**config.mk**
```make
export PLATFORM = sky130hd
export DESIGN_NAME = line_pixel_rasterizer_flat
export DESIGN_NICKNAME = d
export VERILOG_FILES = /design/src/design/lpr_pkg.sv /design/src/design/lpr_stream_if.sv /design/src/design/lpr_step_core.sv /design/src/design/lpr_quad_emitter.sv /design/src/design/line_pixel_rasterizer.sv /design/src/flat_wrapper.sv
export VERILOG_INCLUDE_DIRS = /design/src /design/src/design
export SDC_FILE = /design/constraint.sdc
export NUM_CORES = 1
export LEC_CHECK = 0
export BUFFER_PORTS_ARGS = -buffer_cell sky130_fd_sc_hd__buf_2
export CELL_PAD_IN_SITES_DETAIL_PLACEMENT = 1
export CELL_PAD_IN_SITES_GLOBAL_PLACEMENT = 1
export CORE_MARGIN = 2
export CORE_UTILIZATION = 48
export DETAILED_ROUTE_END_ITERATION = 8
export PLACE_DENSITY_LB_ADDON = 0.15
export SETUP_SLACK_MARGIN = 0.3
export SKIP_CTS_REPAIR_TIMING = 1
export SYNTH_ARGS = -nofsm -noshare
export SYNTH_HDL_FRONTEND = slang
export SYNTH_SLANG_ARGS = --single-unit
```
**constraint.sdc**
```tcl
create_clock -name clk -period 6.55 [get_ports clk]
set_clock_uncertainty 0.1 [all_clocks]
set_input_delay 0 -clock clk [delete_from_list [all_inputs] [get_ports clk]]
set_output_delay 0 -clock clk [all_outputs]
set_load 0.02 [all_outputs]
```
**src/design/line_pixel_rasterizer_defines.svh**
```systemverilog
// Assertion helpers shared by the rasteriser modules.
`ifndef LINE_PIXEL_RASTERIZER_DEFINES_SVH
`define LINE_PIXEL_RASTERIZER_DEFINES_SVH

`ifndef SYNTHESIS

// Condition must hold at every clock edge outside reset.
`define LPR_ASSERT_ALWAYS(lbl, clk, rst_n, cond, msg) \
  lbl: assert property (@(posedge clk) disable iff (!rst_n) (cond)) else $error(msg);

// Same-cycle implication.
`define LPR_ASSERT_IMPL(lbl, clk, rst_n, ante, cons) \
  lbl: assert property (@(posedge clk) disable iff (!rst_n) (ante) |-> (cons)) \
    else $error("lpr: implication failed");

// Next-cycle implication.
`define LPR_ASSERT_NEXT(lbl, clk, rst_n, ante, cons) \
  lbl: assert property (@(posedge clk) disable iff (!rst_n) (ante) |=> (cons)) \
    else $error("lpr: next-cycle implication failed");

`else

`define LPR_ASSERT_ALWAYS(lbl, clk, rst_n, cond, msg)
`define LPR_ASSERT_IMPL(lbl, clk, rst_n, ante, cons)
`define LPR_ASSERT_NEXT(lbl, clk, rst_n, ante, cons)

`endif

`endif

```
**src/design/lpr_pkg.sv**
```systemverilog
`default_nettype none

package lpr_pkg;

  localparam int COORD_BITS_DEF = 16;
  localparam int PIX_W          = 16;
  localparam int COLOUR_W       = 16;
  localparam int CFG_DATA_W     = 16;
  localparam int CFG_IDX_W      = 3;

  // Register indexes of the configuration port
  localparam logic [CFG_IDX_W-1:0] REG_START_X    = 3'd0;
  localparam logic [CFG_IDX_W-1:0] REG_START_Y    = 3'd1;
  localparam logic [CFG_IDX_W-1:0] REG_END_X      = 3'd2;
  localparam logic [CFG_IDX_W-1:0] REG_END_Y      = 3'd3;
  localparam logic [CFG_IDX_W-1:0] REG_PEN_COLOUR = 3'd4;
  localparam logic [CFG_IDX_W-1:0] REG_THICK_PEN  = 3'd5;

  // Position of the final pixel of a 2x2 quad
  localparam logic [1:0] QUAD_LAST = 2'd3;

  typedef enum logic [1:0] {
    DIR_STILL = 2'd0,
    DIR_PLUS  = 2'd1,
    DIR_MINUS = 2'd3
  } dir_t;

  typedef struct packed {
    logic [PIX_W-1:0]    start_x;
    logic [PIX_W-1:0]    start_y;
    logic [PIX_W-1:0]    end_x;
    logic [PIX_W-1:0]    end_y;
    logic [COLOUR_W-1:0] pen_colour;
    logic                thick_pen;
  } lpr_cfg_t;

  // One step handed from the stepping core to the pixel emitter
  typedef struct packed {
    logic [PIX_W-1:0]    x0;
    logic [PIX_W-1:0]    x1;
    logic [PIX_W-1:0]    y0;
    logic [PIX_W-1:0]    y1;
    logic [COLOUR_W-1:0] colour;
    logic                thick;
    logic                done;
  } lpr_step_t;

  typedef struct packed {
    logic restart;
  } lpr_in_t;

  typedef struct packed {
    logic [PIX_W-1:0]    pixel_x;
    logic [PIX_W-1:0]    pixel_y;
    logic [COLOUR_W-1:0] pixel_colour;
    logic                last_of_step;
    logic                line_done;
  } lpr_pix_t;

endpackage

`default_nettype wire

```
**src/design/lpr_stream_if.sv**
```systemverilog
`default_nettype none

interface lpr_stream_if #(
  parameter type data_t = logic
);
  logic  valid;
  logic  ready;
  data_t data;

  modport source (output valid, output data, input ready);
  modport sink   (input valid, input data, output ready);
endinterface

`default_nettype wire

```
**src/design/lpr_step_core.sv**
```systemverilog
`default_nettype none

`include "line_pixel_rasterizer_defines.svh"

module lpr_step_core #(
  parameter int COORD_BITS = lpr_pkg::COORD_BITS_DEF
) (
  input  logic              clk,
  input  logic              rst_n,
  input  logic              in_valid,
  input  logic              in_restart,
  input  logic              step_ready,
  input  lpr_pkg::lpr_cfg_t cfg,
  output logic              step_valid,
  output lpr_pkg::lpr_step_t step
);
  import lpr_pkg::*;

  localparam int CW = COORD_BITS;
  localparam int EW = COORD_BITS + 1;

  logic [CW-1:0] cur_x_r, cur_x_nxt, cur_y_r, cur_y_nxt;
  logic [EW-1:0] err_x_r, err_x_nxt, err_y_r, err_y_nxt;
  logic [CW-1:0] abs_dx_r, abs_dx_nxt, abs_dy_r, abs_dy_nxt;
  logic [CW-1:0] span_r, span_nxt;
  dir_t          dir_x_r, dir_x_nxt, dir_y_r, dir_y_nxt;
  logic [EW-1:0] steps_left_r, steps_left_nxt;
  logic          running_r, running_nxt;
  logic [COLOUR_W-1:0] colour_r, colour_nxt;
  logic          thick_r, thick_nxt;

  logic [CW-1:0] sx, sy, ex, ey, ld_adx, ld_ady, ld_span;
  dir_t          ld_dirx, ld_diry;
  logic [EW-1:0] sum_x, sum_y;
  logic [CW-1:0] emit_x, emit_y, emit_x1, emit_y1;
  logic          accept, emit, emit_done, run_done;

  // Line set-up from the registers
  always_comb begin
    sx = cfg.start_x[CW-1:0];
    sy = cfg.start_y[CW-1:0];
    ex = cfg.end_x[CW-1:0];
    ey = cfg.end_y[CW-1:0];
    if (ex > sx) begin
      ld_adx  = ex - sx;
      ld_dirx = DIR_PLUS;
    end else if (ex == sx) begin
      ld_adx  = '0;
      ld_dirx = DIR_STILL;
    end else begin
      ld_adx  = sx - ex;
      ld_dirx = DIR_MINUS;
    end
    if (ey > sy) begin
      ld_ady  = ey - sy;
      ld_diry = DIR_PLUS;
    end else if (ey == sy) begin
      ld_ady  = '0;
      ld_diry = DIR_STILL;
    end else begin
      ld_ady  = sy - ey;
      ld_diry = DIR_MINUS;
    end
    ld_span = (ld_adx > ld_ady) ? ld_adx : ld_ady;
  end

  always_comb begin
    accept   = in_valid && step_ready;
    emit     = accept && (in_restart || running_r);
    run_done = (steps_left_r <= EW'(1));
    sum_x    = err_x_r + {1'b0, abs_dx_r};
    sum_y    = err_y_r + {1'b0, abs_dy_r};

    cur_x_nxt      = cur_x_r;
    cur_y_nxt      = cur_y_r;
    err_x_nxt      = err_x_r;
    err_y_nxt      = err_y_r;
    abs_dx_nxt     = abs_dx_r;
    abs_dy_nxt     = abs_dy_r;
    span_nxt       = span_r;
    dir_x_nxt      = dir_x_r;
    dir_y_nxt      = dir_y_r;
    steps_left_nxt = steps_left_r;
    running_nxt    = running_r;
    colour_nxt     = colour_r;
    thick_nxt      = thick_r;
    emit_x         = cur_x_r;
    emit_y         = cur_y_r;
    emit_done      = run_done;

    if (accept && in_restart) begin
      // First step: the start point, and no axis can move yet
      emit_x         = sx;
      emit_y         = sy;
      emit_done      = (ld_span == '0);
      cur_x_nxt      = sx;
      cur_y_nxt      = sy;
      err_x_nxt      = {1'b0, ld_adx};
      err_y_nxt      = {1'b0, ld_ady};
      abs_dx_nxt     = ld_adx;
      abs_dy_nxt     = ld_ady;
      span_nxt       = ld_span;
      dir_x_nxt      = ld_dirx;
      dir_y_nxt      = ld_diry;
      steps_left_nxt = {1'b0, ld_span};
      running_nxt    = (ld_span != '0);
      colour_nxt     = cfg.pen_colour;
      thick_nxt      = cfg.thick_pen;
    end else if (emit) begin
      err_x_nxt = sum_x;
      err_y_nxt = sum_y;
      if (sum_x > {1'b0, span_r}) begin
        err_x_nxt = sum_x - {1'b0, span_r};
        case (dir_x_r)
          DIR_PLUS:  cur_x_nxt = cur_x_r + 1'b1;
          DIR_MINUS: cur_x_nxt = cur_x_r - 1'b1;
          default:   cur_x_nxt = cur_x_r;
        endcase
      end
      if (sum_y > {1'b0, span_r}) begin
        err_y_nxt = sum_y - {1'b0, span_r};
        case (dir_y_r)
          DIR_PLUS:  cur_y_nxt = cur_y_r + 1'b1;
          DIR_MINUS: cur_y_nxt = cur_y_r - 1'b1;
          default:   cur_y_nxt = cur_y_r;
        endcase
      end
      if (run_done) begin
        steps_left_nxt = '0;
        running_nxt    = 1'b0;
      end else begin
        steps_left_nxt = steps_left_r - 1'b1;
      end
    end

    emit_x1     = emit_x + 1'b1;
    emit_y1     = emit_y + 1'b1;
    step_valid  = emit;
    step.x0     = PIX_W'(emit_x);
    step.x1     = PIX_W'(emit_x1);
    step.y0     = PIX_W'(emit_y);
    step.y1     = PIX_W'(emit_y1);
    step.colour = colour_nxt;
    step.thick  = thick_nxt;
    step.done   = emit_done;
  end

  always_ff @(posedge clk) begin
    if (!rst_n) begin
      cur_x_r      <= '0;
      cur_y_r      <= '0;
      err_x_r      <= '0;
      err_y_r      <= '0;
      abs_dx_r     <= '0;
      abs_dy_r     <= '0;
      span_r       <= '0;
      dir_x_r      <= DIR_STILL;
      dir_y_r      <= DIR_STILL;
      steps_left_r <= '0;
      running_r    <= 1'b0;
      colour_r     <= '0;
      thick_r      <= 1'b0;
    end else begin
      cur_x_r      <= cur_x_nxt;
      cur_y_r      <= cur_y_nxt;
      err_x_r      <= err_x_nxt;
      err_y_r      <= err_y_nxt;
      abs_dx_r     <= abs_dx_nxt;
      abs_dy_r     <= abs_dy_nxt;
      span_r       <= span_nxt;
      dir_x_r      <= dir_x_nxt;
      dir_y_r      <= dir_y_nxt;
      steps_left_r <= steps_left_nxt;
      running_r    <= running_nxt;
      colour_r     <= colour_nxt;
      thick_r      <= thick_nxt;
    end
  end

  `LPR_ASSERT_ALWAYS(a_run_count, clk, rst_n, running_r == (steps_left_r != '0), "lpr: step count out of step with running flag")
  `LPR_ASSERT_ALWAYS(a_err_bound, clk, rst_n, (err_x_r <= {1'b0, span_r}) && (err_y_r <= {1'b0, span_r}), "lpr: error term above span")
  `LPR_ASSERT_IMPL(a_delta_bound, clk, rst_n, running_r, (abs_dx_r <= span_r) && (abs_dy_r <= span_r))

endmodule

`default_nettype wire

```
**src/design/lpr_quad_emitter.sv**
```systemverilog
`default_nettype none

`include "line_pixel_rasterizer_defines.svh"

module lpr_quad_emitter (
  input  logic               clk,
  input  logic               rst_n,
  input  logic               step_valid,
  input  lpr_pkg::lpr_step_t step,
  output logic               step_ready,
  output logic               out_valid,
  input  logic               out_ready,
  output lpr_pkg::lpr_pix_t  out_data
);
  import lpr_pkg::*;

  lpr_step_t  buf_r, buf_nxt;
  logic       valid_r, valid_nxt;
  logic [1:0] quad_r, quad_nxt;
  logic       take, last;

  always_comb begin
    last       = !buf_r.thick || (quad_r == QUAD_LAST);
    take       = valid_r && out_ready;
    step_ready = !valid_r || (take && last);

    buf_nxt   = buf_r;
    valid_nxt = valid_r;
    quad_nxt  = quad_r;
    if (step_valid) begin
      buf_nxt   = step;
      valid_nxt = 1'b1;
      quad_nxt  = '0;
    end else if (take) begin
      // advance through the quad, drop the step after its last pixel
      if (last) begin
        valid_nxt = 1'b0;
      end else begin
        quad_nxt = quad_r + 1'b1;
      end
    end

    out_valid             = valid_r;
    out_data.pixel_x      = quad_r[0] ? buf_r.x1 : buf_r.x0;
    out_data.pixel_y      = quad_r[1] ? buf_r.y1 : buf_r.y0;
    out_data.pixel_colour = buf_r.colour;
    out_data.last_of_step = last;
    out_data.line_done    = last && buf_r.done;
  end

  always_ff @(posedge clk) begin
    if (!rst_n) begin
      valid_r <= 1'b0;
      quad_r  <= '0;
    end else begin
      valid_r <= valid_nxt;
      quad_r  <= quad_nxt;
    end
  end

  always_ff @(posedge clk) begin
    buf_r <= buf_nxt;
  end

  `LPR_ASSERT_IMPL(a_thin_no_quad, clk, rst_n, valid_r && !buf_r.thick, quad_r == '0)
  `LPR_ASSERT_IMPL(a_load_free, clk, rst_n, step_valid, step_ready)
  `LPR_ASSERT_NEXT(a_drain_empty, clk, rst_n, take && last && !step_valid, !valid_r)

endmodule

`default_nettype wire

```
**src/design/line_pixel_rasterizer.sv**
```systemverilog
// Latency: a tick taken at one edge shows its first pixel on out_item after that edge.
// Throughput, while out_item is ready: thin pen one tick per cycle; thick pen holds each
// tick until the result channel has moved the four pixels of its 2x2 quad, one per cycle.
// Idle ticks (no line running, restart low) give no item and are taken whenever the
// output buffer is empty or hands out the last pixel of its step in that cycle.
// Reset: synchronous, active low; clears the registers, the line state and the output
// buffer. No clearing pass, the block takes items in the first cycle after reset.
`default_nettype none

module line_pixel_rasterizer #(
  parameter int COORD_BITS = lpr_pkg::COORD_BITS_DEF
) (
  input  logic                              clk,
  input  logic                              rst_n,
  lpr_stream_if.sink                        in_item,
  lpr_stream_if.source                      out_item,
  input  logic                              cfg_we,
  input  logic [lpr_pkg::CFG_IDX_W-1:0]     cfg_index,
  input  logic [lpr_pkg::CFG_DATA_W-1:0]    cfg_data
);
  import lpr_pkg::*;

  // Software-visible registers; the line engine latches them on restart
  lpr_cfg_t  cfg_r, cfg_nxt;

  lpr_step_t step;
  logic      step_valid;
  logic      step_ready;
  lpr_in_t   in_data;
  lpr_pix_t  out_data;

  // Hold every register unless written; unknown indexes are dropped
  always_comb begin
    cfg_nxt = cfg_r;
    if (cfg_we) begin
      case (cfg_index)
        REG_START_X:    cfg_nxt.start_x    = cfg_data[PIX_W-1:0];
        REG_START_Y:    cfg_nxt.start_y    = cfg_data[PIX_W-1:0];
        REG_END_X:      cfg_nxt.end_x      = cfg_data[PIX_W-1:0];
        REG_END_Y:      cfg_nxt.end_y      = cfg_data[PIX_W-1:0];
        REG_PEN_COLOUR: cfg_nxt.pen_colour = cfg_data[COLOUR_W-1:0];
        REG_THICK_PEN:  cfg_nxt.thick_pen  = cfg_data[0];
        default:        cfg_nxt            = cfg_r;
      endcase
    end
  end

  always_ff @(posedge clk) begin
    if (!rst_n) begin
      cfg_r <= '0;
    end else begin
      cfg_r <= cfg_nxt;
    end
  end

  // Input side: an item is taken whenever the emitter can hold a new step, that is
  // when it is empty or its last pixel leaves in the same cycle. A thin pen keeps the
  // core at full rate while out_item is ready; a thick pen holds it through each quad.
  assign in_data       = in_item.data;
  assign in_item.ready = step_ready;

  // Stepping core: line set-up and one error-accumulator step per item while a line runs
  lpr_step_core #(
    .COORD_BITS (COORD_BITS)
  ) u_core (
    .clk        (clk),
    .rst_n      (rst_n),
    .in_valid   (in_item.valid),
    .in_restart (in_data.restart),
    .step_ready (step_ready),
    .cfg        (cfg_r),
    .step_valid (step_valid),
    .step       (step)
  );

  // Output buffer: one pixel per step for a thin pen, four for a thick pen
  lpr_quad_emitter u_emit (
    .clk        (clk),
    .rst_n      (rst_n),
    .step_valid (step_valid),
    .step       (step),
    .step_ready (step_ready),
    .out_valid  (out_item.valid),
    .out_ready  (out_item.ready),
    .out_data   (out_data)
  );

  assign out_item.data = out_data;

endmodule

`default_nettype wire

```
**src/flat_wrapper.sv**
```systemverilog
// flat-port wrapper written by rule: the top's interface ports become plain ports
module line_pixel_rasterizer_flat import lpr_pkg::*;
#(
  parameter int COORD_BITS = lpr_pkg::COORD_BITS_DEF
)
  (clk, rst_n, cfg_we, cfg_index, cfg_data, in_item_valid, in_item_data, in_item_ready, out_item_valid, out_item_data, out_item_ready);
  lpr_stream_if #(.data_t(lpr_in_t)) in_item_i ();
  lpr_stream_if #(.data_t(lpr_pix_t)) out_item_i ();
  input  logic clk;
  input  logic rst_n;
  input  logic cfg_we;
  input  logic [lpr_pkg::CFG_IDX_W-1:0] cfg_index;
  input  logic [lpr_pkg::CFG_DATA_W-1:0] cfg_data;
  input wire logic [$bits(in_item_i.valid)-1:0] in_item_valid;
  input wire logic [$bits(in_item_i.data)-1:0] in_item_data;
  output wire logic [$bits(in_item_i.ready)-1:0] in_item_ready;
  output wire logic [$bits(out_item_i.valid)-1:0] out_item_valid;
  output wire logic [$bits(out_item_i.data)-1:0] out_item_data;
  input wire logic [$bits(out_item_i.ready)-1:0] out_item_ready;
  assign in_item_i.valid = in_item_valid;
  assign in_item_i.data = in_item_data;
  assign in_item_ready = in_item_i.ready;
  assign out_item_valid = out_item_i.valid;
  assign out_item_data = out_item_i.data;
  assign out_item_i.ready = out_item_ready;
  line_pixel_rasterizer #(.COORD_BITS(COORD_BITS)) u_core (.clk(clk), .rst_n(rst_n), .in_item(in_item_i), .out_item(out_item_i), .cfg_we(cfg_we), .cfg_index(cfg_index), .cfg_data(cfg_data));
endmodule
```
## Word-level counts from Yosys, hierarchy flattened

Cells that the tools add are included.

- Memories kept: 0
- Bits of input ports: 25
- RAM bits: 0
- Bits in latches: 0
- Register bits after elaboration: 319
- Bits in read-only memories: 0
- Logic and storage cells: 141

- Divide/modulo/power cells: 0
- Reductions and logical operators: 35
- Multiplexer cells: 39
- Shift operators: 0
- Bitwise logic cells: 2
- Order comparisons: 6
- Equal/unequal tests: 12
- Add/sub/neg operators: 16
- Multipliers: 0

Operator list:

| cell | number |
|---|---|
| 16-bit two-way mux | 22 |
| 16-bit by 1-bit adder with 16-bit output, second input constant | 4 |
| 16-bit one-hot mux with 2 select lines | 2 |
| 16-bit subtractor | 4 |
| 17-bit two-way mux | 3 |
| 16-bit greater-than comparator | 3 |
| 17-bit by 16-bit adder with 17-bit output | 2 |
| 17-bit by 16-bit greater-than comparator with 1-bit output | 2 |
| 17-bit by 16-bit subtractor with 17-bit output | 2 |
| 16-bit equality test | 2 |
| 16-bit by 1-bit subtractor with 16-bit output, second input constant | 2 |
| 2-bit AND reduction | 9 |
| 17-bit by 1-bit <= comparator with 1-bit output, second input constant | 1 |
| 17-bit by 1-bit subtractor with 17-bit output, second input constant | 1 |
| 16-bit zero test | 1 |
| 16-bit nonzero test | 1 |
| 2-bit nonzero test | 6 |
| 1-bit two-way mux | 8 |
| 2-bit two-way mux | 4 |
| 2-bit equality test, second input constant | 3 |
| 3-bit by 2-bit equality test with 1-bit output, second input constant | 2 |
| 3-bit equality test, second input constant | 2 |
| 1-bit logical AND | 6 |
| 3-bit AND reduction | 2 |
| 9 further kinds | 16 |

## Logic depth before layout (Yosys ltp)

Gate-level depths: netlist (run 1).

- Word-level depth: 8
- Mapped depth: 25
- Mapped depth without buffers: 22

## Cells and area by module

Synthesis (run 1) repeated with hierarchy kept, for this count alone.

- Cell total of the unflattened synthesis: 2513
- Area total of the unflattened synthesis: 21463.1 um^2

By module, submodules not included:

| module | times used | cells each | area an instance (um^2) | seq. area each (um^2) |
|---|---|---|---|---|
| lpr_step_core | 1 | 2075 | 15328.5 | 3062.9 |
| lpr_quad_emitter | 1 | 152 | 3159.3 | 2522.4 |
| line_pixel_rasterizer | 1 | 286 | 2975.4 | 1621.6 |

## Worst setup path after synthesis (run 1)

Ideal clock, no wire load.

- Path type: register to register
- From: register u_core.cfg_r[36] (netlist name)
- To: register u_core.u_core.running_r
- Cell stages (with the launch flop): 25
- Arrival: 4.934 ns
- Setup slack: 1.391 ns
- Library setup time: 0.125 ns
- Data required time: 6.325 ns
- Cell sequence: dfxtp_1 inv_1 ha_1 buf_6 a21oi_2 a21oi_1 o31a_1 o31ai_4 buf_2 mux2i_1 o21ai_0 a21oi_1 mux2i_1 ha_1 nand4_1 or3_1 a21oi_1 a2111o_1 and2_1 clkbuf_1 nand2_1 a2bb2oi_1 a21oi_1 o211ai_1 o41a_1

- Cells in the longest elaborated chain, start to end: 7

RTL lines:

| item | RTL line | RTL |
|---|---|---|
| start: declaration | line_pixel_rasterizer.sv:24 | `lpr_cfg_t cfg_r, cfg_nxt;` |
| start signal: assignment | line_pixel_rasterizer.sv:52 | `cfg_r <= cfg_nxt;` |
| 16-bit subtractor or 16-bit equality test (tied branches) | lpr_step_core.sv:51, lpr_step_core.sv:47 |  |
| 16-bit two-way mux | lpr_step_core.sv:47 | `end else if (ex == sx) begin` |
| 16-bit two-way mux (*) | lpr_step_core.sv:44 | `if (ex > sx) begin` |
| via u_core.u_core.ld_adx[15] | lpr_step_core.sv:32 | `logic [CW-1:0] sx, sy, ex, ey, ld_adx, ld_ady, ld_span;` |
| 16-bit greater-than comparator | lpr_step_core.sv:64 | `ld_span = (ld_adx > ld_ady) ? ld_adx : ld_ady;` |
| 16-bit two-way mux (*) | lpr_step_core.sv:64 |  |
| 16-bit nonzero test (*) | lpr_step_core.sv:106 | `running_nxt = (ld_span != '0);` |
| 1-bit two-way mux (*) | lpr_step_core.sv:91 | `if (accept && in_restart) begin` |
| end signal: assignment | lpr_step_core.sv:174 | `running_r <= running_nxt;` |
| end: declaration | lpr_step_core.sv:28 | `logic running_r, running_nxt;` |

The timed path passes the listed nets; every way through them passes the cells marked *.
A chain may end at the register's enable or synchronous reset.

==> results of run 1 <==
-- worst register-to-register path, delay by kind of cell (launching register included) --
family	cells	cell delay, ns
AO/OA/AOI/OAI	9	1.86
adder cells (fa/ha/maj)	2	0.71
buffers and inverters	3	0.65
flip-flops	1	0.37
multiplexers	2	0.71
AND/OR/NAND/NOR	6	1.26
-- final timing paths --
path	startpoint	to	slack, ns	cells past startpoint
hold / removal	in_item_valid	u_core.u_core.err_y_r[0]$_SDFFE_PN0P_	0.07	4
setup reg to reg	u_core.cfg_r[35]$_SDFFE_PN0P_	u_core.u_emit.buf_r[0]$_DFFE_PP_	0.67	22
hold reg to reg	u_core.cfg_r[64]$_SDFFE_PN0P_	u_core.cfg_r[64]$_SDFFE_PN0P_	0.36	2
setup / recovery	u_core.cfg_r[35]$_SDFFE_PN0P_	u_core.u_emit.buf_r[0]$_DFFE_PP_	0.67	22
-- layer usage --
layer	share of wire, %	wire length, um	up-vias
met4	3.4	2400	0
met3	6.0	4289	133
met2	46	33020	496
li1	-	-	9071
met1	44	31830	9385
met5	0	0	-
-- kinds of logic (layout without fill, tap and decap cells) --
family	Yosys count	in the layout	share of synthesized area, %
mux	152	152	7.408
xor+xnor	124	124	5.132
buf+inv	276	363	5.351
flops	319	319	34.06
simple gates	793	793	16.93
compound gates	675	675	19.83
fa+ha+maj	185	185	11.29
-- cells in the mapped netlist (37+ instances only) --
cell type,count,share of area (%)
nor2_1,158,2.8
nor3_1,47,1.1
a21o_1,37,1.3
xnor2_1,92,3.8
clkbuf_1,86,1.5
o21ai_0,118,2.8
a21oi_1,260,6.1
nand3_1,46,1.1
o22ai_1,47,1.4
nand2_1,374,6.6
mux2_2,37,2.0
ha_1,175,10
dfxtp_1,237,22
inv_1,153,2.7
mux2i_1,115,5.4
edfxtp_1,82,12
-- registers in the layout, summed over array words and instances, names as in the netlist, 2 cells and up --
name	count
u_core.u_core.cur_x_r	16
u_core.u_core.span_r	16
u_core.u_core.err_x_r	17
u_core.u_core.abs_dy_r	16
u_core.u_core.cur_y_r	16
u_core.cfg_r	81
u_core.u_emit.quad_r	2
u_core.u_emit.out_data	16
u_core.u_core.dir_x_r	2
u_core.u_core.colour_r	16
u_core.u_core.err_y_r	17
u_core.u_core.dir_y_r	2
u_core.u_core.steps_left_r	17
u_core.u_core.abs_dx_r	16
u_core.u_emit.buf_r	66
-- where the power goes --
group | internal [W] | switching (W) | leakage [nW] | total [W]
registers | 0.00219 | 0.000104 | 2.72 | 0.00229
logic | 0.00126 | 0.00196 | 6.59 | 0.00322
clock network | 0.00126 | 0.000874 | 0.601 | 0.00214
-- final cells by class --
| class | count | area (um^2) |
|---|---|---|
| Multi-Input combinational cell | 1929 | 12860 |
| Clock inverter | 10 | 113.9 |
| Clock buffer | 59 | 1121 |
| Inverter | 153 | 579.3 |
| Timing Repair Buffer | 141 | 935.9 |
| Tap cell | 585 | 732.0 |
| Fill cell | 5196 | 19720 |
| Sequential cell | 319 | 7207 |
-- stage by stage --
step,utilization (%),power [W]
2_1_floorplan,-,0.004582
3_3_place_gp,50.90,0.005369
3_5_place_dp,50.90,0.005458
4_1_cts,53.76,0.007601
5_1_grt,54.42,0.008045
6_report,54.42,0.007645
==> out/results.ini, run 1 <==
[sta]
worst_pin_slew_ns=1.308
drv_slew=0
clock.fmax_ghz=0.1702
setup_viol=0
rsz0062_at_grt=no
finalCritPeriodShare_pct=89.71
fin_crit_ns=5.876
slew_headroom_pct=12.45
whs_ns=0.07370
finalWorstSetupSlack_ns=0.6742
fin_tns_setup_ns=0
finalHoldViolCount=0

[setup_path]
worstPathRequired_ns=6.79
cp.arrival_ns=6.12
crit_fanout=23
worst-setup-path-type=flop to flop
start_kind=flop
crit_slowest_cell=mux2i_2
setup.worst_path.end_class=flop
slowest_delay_ns=0.48
crit_buf_inv=3
crit_family=compound AO/OA/AOI/OAI gates
path_cells=inv_1 > ha_1 > nand3b_1 > a21oi_1 > o31a_1 > o31ai_4 > buf_4 > mux2i_1 > nand4_1 > mux2i_2 > ha_1 > nand4_1 > or3_1 > a21oi_1 > a2111o_1 > and2_1 > buf_4 > o221ai_1 > nor4_1 > o21a_1 > o211ai_1 > o41ai_1

[synthesis]
synth_edf_count=82
ys_seq_elements=319
synth_area_mm2=0.02116
synth-main-ff-cell=dfxtp_1
yosys_warnings=0
avgSynthCellArea_um2=8.384
synthArstFlopShare_pct=0
syn_nets=2734
ys_seq_area_share_pct=34.06
synthCells=2524
synth.distinct_cells=82

[min_path]
hp-class=input pin to flop

[grt]
met2_usage_pct=49.25
antenna_found_initial=2
grt_use_met1_pct=39.62
met3_usage_pct=5.595
busiest_layer=met2
grt_max_degree=79
grt_pass1_wl_um=110000
grt_overflow=0
grt_pass1_vias=19550
grt_usage_pct=30.14

[placed_design]
dp_cells=3099
place_hpwl_um=52920
dp_slack_ns=0.6689
io_buffers=76
place_congestion=0.8932
dpl_cell_area_mm2=0.02202

[layout]
drive_gt1_share_pct=9.307
fin_area_mm2=0.02355
final_common_cell=nand2_1
final_cells=3196
syn_to_final_growth_pct=11.28
fin_nets=2792
n_antenna_cell=0
final_cell_mix=nand2_1 (374), a21oi_1 (259), dfxtp_1 (237), ha_1 (175), nor2_1 (156)

[die]
start_util_pct=48.91
pin_count=77
row_count=76
dieArea_mm2=0.04578
die_w_um=214.0
core_mm2=0.04327
dieHeight_um=214.0

[routing]
avgRoutedWirePerCell_um=22.38
routed_wl_um=71540
drt_iter0_markers=1151
firstDrtPassIters=5
num_vias=19090
via_per_inst=5.972
drc_errors=0
ant_nets=0

[clocking]
cts_max_level=2
cts_buffer_depth=3
path_clk_slew_ns=0.06
tritoncts=yes
cts_buffers=38
ctsRootBufferMaster=clkbuf_16
clock-sinks=319
clk_latency_ns=0.56

[power]
p_leak_nw=9.910
ir_drop_mv=0.2446
power_density_mw_per_mm2=324.7

[outcome]
outcome=finished clean

[flow_run]
maxCapViolations=0

(Power assumes the default switching activity.)
==> inputs of run 2 (changes only) <==
--- a/config.mk
+++ b/config.mk
@@ -10,11 +10,12 @@
 export CELL_PAD_IN_SITES_DETAIL_PLACEMENT = 1
 export CELL_PAD_IN_SITES_GLOBAL_PLACEMENT = 1
 export CORE_MARGIN = 2
-export CORE_UTILIZATION = 48
+export CORE_UTILIZATION = 49
 export DETAILED_ROUTE_END_ITERATION = 8
 export PLACE_DENSITY_LB_ADDON = 0.15
 export SETUP_SLACK_MARGIN = 0.3
 export SKIP_CTS_REPAIR_TIMING = 1
 export SYNTH_ARGS = -nofsm -noshare
 export SYNTH_HDL_FRONTEND = slang
+export SYNTH_HIERARCHICAL = 1
 export SYNTH_SLANG_ARGS = --single-unit
==> out/results.ini, run 2 <==
[synthesis]
synth.distinct_cells=87
synth_area_leaders=dfxtp_1 (22%), edfxtp_1 (11%), ha_1 (10%)
synth_area_mm2=0.02146
synth-main-ff-cell=dfxtp_1
yosysMostFrequentCell=nand2_1
syn_nets=2723
synthCells=2513
synth_edf_count=82
avgSynthCellArea_um2=8.541
ys_seq_elements=319
synth_common_cells=nand2_1 (324), dfxtp_1 (237), a21oi_1 (198), ha_1 (175), nor2_1 (169)
ys_seq_area_share_pct=33.58
yosysTopAreaCell=dfxtp_1
yosysTopAreaCellShare_pct=22.11
yosys_warnings=6
synthArstFlopShare_pct=0

[placed_design]
dp_cells=3067
place_hpwl_um=52150
io_buffers=76
place_congestion=0.8812

[layout]
final_cell_mix=nand2_1 (324), dfxtp_1 (237), a21oi_1 (197), ha_1 (175), nor2_1 (167)
final_common_cell=nand2_1
final.fill_count=5180
fin_nets=2755
reg_top3=u_core/cfg_r (81), u_core/u_emit/buf_r (66)
syn_to_final_growth_pct=10.39
top_register=u_core/cfg_r
largest_reg_flops=81
drive_gt1_share_pct=9.794
n_antenna_cell=0
final_cells=3158

[sta]
rsz0062_at_grt=no
finalHoldViolCount=0
clock.fmax_ghz=0.1727
setup_viol=0
fin_crit_ns=5.791
slew_headroom_pct=24.89
fin_tns_setup_ns=0
finalCritPeriodShare_pct=88.41
worst_pin_slew_ns=1.127
drv_slew=0

[routing]
drc_errors=0
routed_wl_um=71390
num_vias=19140
ant_nets=0
via_per_inst=6.060
firstDrtPassIters=5
drt_iter0_markers=1277
avgRoutedWirePerCell_um=22.60

[setup_path]
start_kind=flop
path_cells=inv_1 > ha_1 > a21oi_1 > o211ai_1 > a31o_2 > a21oi_1 > mux2i_1 > xor2_1 > nand2_1 > ha_1 > nor4_1 > o21ai_0 > a31oi_1 > a21oi_1 > a21oi_2 > buf_4 > mux2_2 > nor2_1 > and4_1 > o221ai_1 > nor3b_2
crit_fanout=17
crit_path_frequent_cell=a21oi_1
setup.worst_path.end_class=flop
reg2reg_depth=21
crit_slowest_cell=a21oi_1
r2r_setup_slack_ns=0.76
worst-setup-path-type=flop to flop
crit_buf_inv=2
worstPathRequired_ns=6.88
r2r-end=u_core/u_core/running_r$_SDFFE_PN0P_
slowest_delay_ns=0.49
cp.arrival_ns=6.12
crit_family=compound AO/OA/AOI/OAI gates
worstReg2RegStart=u_core/cfg_r[26]$_SDFFE_PN0P_

[grt]
antenna_found_initial=1
grt_pass1_vias=19880
grt_pass1_wl_um=109400
grt_overflow=0
grt_max_degree=87
grt_usage_pct=30.86

[min_path]
hold_start=cfg_index[1]
holdPathEnd=u_core/cfg_r[18]$_SDFFE_PN0P_
hp-class=input pin to flop
worstHoldPathCells=4

[clocking]
tritoncts=yes
ctsRootBufferMaster=clkbuf_16
cts_buffers=39
cts_buffer_depth=3
cts_max_level=2
clock-sinks=319
clk_latency_ns=0.57
path_clk_slew_ns=0.06

[outcome]
outcome=finished clean

[die]
core_mm2=0.04317
die_w_um=213.3
start_util_pct=49.72
dieArea_mm2=0.04549
pin_count=77
dieHeight_um=213.3
row_count=76

[power]
power_density_mw_per_mm2=343.2
ir_drop_mv=0.5961
p_leak_nw=10.25

[flow_run]
maxCapViolations=0

-- run 2: changes by cell type after synthesis, moves of 16 or more --
| cell | previous run | this run |
|---|---|---|
| a21oi_1 | 260 | 198 |
| buf_2 | 11 | 30 |
| clkbuf_1 | 86 | 67 |
| mux2i_1 | 115 | 134 |
| nand2_1 | 374 | 324 |
| o21ai_0 | 118 | 134 |
-- run 2: power breakdown --
part	switching, W	total (W)	internal, W
combinational	0.00217	0.00355	0.00138
sequential	0.000118	0.00232	0.00221
clock	0.000898	0.00226	0.00136
-- run 2: worst max path at each step --
stage / endpoint / start / slack (ns) / cells past startpoint
after global routing: u_core/u_core/running_r$_SDFFE_PN0P_ / u_core/cfg_r[26]$_SDFFE_PN0P_ / 0.31 / 20
after CTS: u_core/u_core/running_r$_SDFFE_PN0P_ / u_core/cfg_r[26]$_SDFFE_PN0P_ / 0.85 / 21
after floorplan: u_core/u_emit/buf_r[0]$_DFFE_PP_ / u_core/cfg_r[33]$_SDFFE_PN0P_ / 1.66 / 22
final: u_core/u_core/running_r$_SDFFE_PN0P_ / u_core/cfg_r[26]$_SDFFE_PN0P_ / 0.76 / 21
after detailed placement: u_core/u_core/running_r$_SDFFE_PN0P_ / u_core/cfg_r[26]$_SDFFE_PN0P_ / 0.87 / 21
after global placement: u_core/u_core/running_r$_SDFFE_PN0P_ / u_core/cfg_r[26]$_SDFFE_PN0P_ / 1.01 / 21
-- run 2: logic make-up (layout without fill, tap and decap cells) --
logic type               Yosys count  after routing  share of synthesized area [%]
AND/OR/NAND/NOR                  733            733                          15.60
AO/OA/AOI/OAI                    674            674                          19.98
flip-flops                       319            319                          33.58
buffers and inverters            301            361                          6.150
adder cells (fa/ha/maj)          185            185                          11.13
multiplexers                     176            176                          8.453
XOR/XNOR                         125            125                          5.101
-- run 2: cell type report --
| type | count | area, um^2 | share of cell area [%] |
|---|---|---|---|
| flip-flops and latches | 319 | 7207 | 30.42 |
| multi-input cells | 1893 | 12970 | 54.72 |
| inverters | 161 | 605.6 | 2.556 |
| well taps | 585 | 732.0 | 3.089 |
| repair buffers | 131 | 850.8 | 3.591 |
| clock buffers | 55 | 1160 | 4.895 |
| clock inverters | 14 | 172.7 | 0.7287 |
-- run 2: routing by layer --
| layer | vias to the layer above | share of wire (%) | track usage (%) |
|---|---|---|---|
| li1 | 9014 | - | - |
| met1 | 9623 | 44 | 38.11 |
| met2 | 375 | 50 | 55.93 |
| met3 | 125 | 3.5 | 2.971 |
| met4 | 0 | 3.1 | 10.46 |
| met5 | - | 0 | 0 |
-- run 2: through the flow --
| stage | utilization (%) | total power [W] | hold slack [ns] | setup WS (ns) | cell area [um^2] |
|---|---|---|---|---|---|
| final | 54.88 | 0.008133 | 0.004247 | 0.7590 | 23690 |
| after global routing | 54.88 | 0.008573 | 0.02311 | 0.3116 | 23690 |
| after detailed placement | 51.29 | 0.005858 | 0.1402 | 0.8741 | 22140 |
| after floorplan | - | 0.004922 | 0.007340 | 1.658 | 21460 |
| after CTS | 54.37 | 0.008130 | -0.4370 | 0.8479 | 23470 |
| after global placement | 51.29 | 0.005764 | 0.1269 | 1.014 | 22140 |
-- run 2: worst register-to-register path: stages (launching register included) --
cell and delay [ns]:
dfxtp_1 0.36, inv_1 0.06, ha_1 0.45, a21oi_1 0.40, o211ai_1 0.19, a31o_2 0.33
a21oi_1 0.50, mux2i_1 0.30, xor2_1 0.32, nand2_1 0.19, ha_1 0.24, nor4_1 0.28
o21ai_0 0.14, a31oi_1 0.19, a21oi_1 0.07, a21oi_2 0.26, buf_4 0.30, mux2_2 0.38
nor2_1 0.08, and4_1 0.21, o221ai_1 0.16, nor3b_2 0.20
==> inputs of run 3 (changes only) <==
--- a/config.mk
+++ b/config.mk
@@ -6,11 +6,12 @@
 export SDC_FILE = /design/constraint.sdc
 export NUM_CORES = 1
 export LEC_CHECK = 0
+export ABC_AREA = 1
 export BUFFER_PORTS_ARGS = -buffer_cell sky130_fd_sc_hd__buf_2
 export CELL_PAD_IN_SITES_DETAIL_PLACEMENT = 1
 export CELL_PAD_IN_SITES_GLOBAL_PLACEMENT = 1
 export CORE_MARGIN = 2
-export CORE_UTILIZATION = 49
+export CORE_UTILIZATION = 47
 export DETAILED_ROUTE_END_ITERATION = 8
 export PLACE_DENSITY_LB_ADDON = 0.15
 export SETUP_SLACK_MARGIN = 0.3
==> constraint.sdc (replaced) <==
create_clock -name clk -period 5.4 [get_ports clk]
set_clock_uncertainty 0.1 [all_clocks]
set_input_delay 0 -clock clk [delete_from_list [all_inputs] [get_ports clk]]
set_output_delay 0 -clock clk [all_outputs]
set_load 0.02 [all_outputs]
==> out/results.ini, run 3 <==
[flow_run]
maxCapViolations=0

[layout]
reg_top3=u_core/cfg_r (81), u_core/u_emit/buf_r (66)
final_common_cell=nand2_1
finish.utilization_pct=52.06
drive_gt1_share_pct=8.585
final_cell_mix=nand2_1 (868), inv_1 (449), nand3_1 (371), nor2_1 (334), dfxtp_1 (236)
largest_reg_flops=81
fin_nets=3651
top_register=u_core/cfg_r
syn_to_final_growth_pct=9.066

[power]
power_density_mw_per_mm2=421.7
ir_drop_mv=0.2954
p_leak_nw=12.55
total_power_w=0.01079

[outcome]
outcome=complete, but fails checks
violations=negative hold slack

[sta]
fin_tns_setup_ns=0
fin_crit_ns=4.729
setup_viol=0
rsz0062_at_grt=no
finalWorstSetupSlack_ns=0.6709
slew_headroom_pct=12.88
whs_ns=-0.01810
finalCritPeriodShare_pct=87.58
worst_pin_slew_ns=1.305
finalHoldViolCount=1
clock.fmax_ghz=0.2115
drv_slew=0

[synthesis]
ys_seq_area_share_pct=30.72
synth_area_mm2=0.02346
yosys_warnings=6
synth-main-ff-cell=dfxtp_1
ys_seq_elements=319
yosysTopAreaCellShare_pct=20.22
synth_area_leaders=dfxtp_1 (20%), nand2_1 (14%), edfxtp_1 (10%)
yosysMostFrequentCell=nand2_1
yosysTopAreaCell=dfxtp_1
avgSynthCellArea_um2=6.878
synth.distinct_cells=59
synth_common_cells=nand2_1 (870), inv_1 (451), nand3_1 (371), nor2_1 (337), dfxtp_1 (237)
synth_edf_count=82
syn_nets=3621
synthArstFlopShare_pct=0
synthCells=3411

[die]
row_count=81
die_w_um=227.4
core_mm2=0.04915
dieArea_mm2=0.05172
dieHeight_um=227.4
start_util_pct=47.73
pin_count=77

[grt]
grt_max_degree=93
antenna_found_initial=1
grt_overflow=0
grt_pass1_wl_um=128100
grt_usage_pct=31.77
grt_pass1_vias=23220

[placed_design]
dp_slack_ns=0.6015
place_congestion=0.9597
place_hpwl_um=64460
io_buffers=76

[setup_path]
crit_fanout=15
crit_buf_inv=4
slowest_delay_ns=0.53
path_cells=ha_1 > nand2_1 > nor2_2 > nand2_1 > inv_2 > nand3_2 > clkinv_1 > nor2_4 > nand3_1 > nand2_1 > inv_1 > ha_1 > nand4_1 > nor3_2 > nand2_1 > a21oi_1 > buf_4 > nand3_1 > nand2_1 > nor2_1 > nand2_1 > nor2_1 > nand3_1 > a21oi_1
start_kind=flop
crit_family=simple AND/OR/NAND/NOR gates
cp.arrival_ns=4.92
worst-setup-path-type=flop to flop
worstPathRequired_ns=5.59
crit_path_frequent_cell=nand2_1
setup.worst_path.end_class=flop
crit_slowest_cell=dfxtp_1

[routing]
firstDrtPassIters=5
drt_iter0_markers=1632
avgRoutedWirePerCell_um=20.25
ant_nets=0
drc_errors=0
via_per_inst=5.562
routed_wl_um=83770
num_vias=23010

[clocking]
ctsRootBufferMaster=clkbuf_16
clk_latency_ns=0.58
cts_max_level=2
cts_buffer_depth=3
cts_buffers=38
clock-sinks=319
tritoncts=yes
path_clk_slew_ns=0.06

[min_path]
hp-class=input pin to flop

[run 3: worst paths after layout]
path / from / end / slack (ns) / cells past startpoint
worst min-delay path: in_item_valid / u_core/u_core/steps_left_r[1]$_SDFFE_PN0P_ / -0.02 / 5
worst max register to register: u_core/cfg_r[60]$_SDFFE_PN0P_ / u_core/u_emit/buf_r[0]$_DFFE_PP_ / 0.67 / 24
worst max-delay path: u_core/cfg_r[60]$_SDFFE_PN0P_ / u_core/u_emit/buf_r[0]$_DFFE_PP_ / 0.67 / 24
worst min register to register: u_core/u_core/abs_dx_r[2]$_SDFFE_PN0P_ / u_core/u_core/abs_dx_r[2]$_SDFFE_PN0P_ / 0.37 / 2
[run 3: cell families after synthesis]
kind of cell    synth area share (%)
simple gates                   31.93
buf+inv                        10.65
compound gates                 10.07
flops                          30.72
fa+ha+maj                      10.19
xor+xnor                       4.635
mux                            1.808
[run 3: cell type report]
type	count	area (um^2)
flip-flops and latches	319	7208
multi-input cells	2497	13780
well taps	664	830.8
fillers	6439	23570
diodes	2	5.005
clock buffers	44	1003
repair buffers	121	810.8
clock inverters	26	203.9
inverters	464	1744
[run 3: per-layer routing]
metal  up-vias  GRT usage, %  wire (um)
met4         0         8.391       2193
met1     11290         42.73      38040
met5         -             0          0
met3       132         4.517       4341
li1      11070             -          -
met2       525         53.35      39190
[run 3: through the flow]
stage               std cells  cell area, um^2
finish                   4137            25590
global route             4136            25580
CTS                      4109            25310
detailed placement       4039            24100
global placement         4039            24100
floorplan                3411            23460
[run 3: worst reg2reg max path, delay by kind of cell, from the launching register on]
family	cells	cell delay, ns
AO/OA/AOI/OAI	2	0.22
buffers and inverters	4	0.63
AND/OR/NAND/NOR	16	2.22
adder cells (fa/ha/maj)	2	0.75
flip-flops	1	0.53
[run 3: report_power, final]
group          switching [W]  leakage, nW  internal [W]  total, W
Clock                0.00111        0.590       0.00140   0.00251
Combinational        0.00373         9.24       0.00169   0.00542
Sequential          0.000160         2.73       0.00270   0.00286
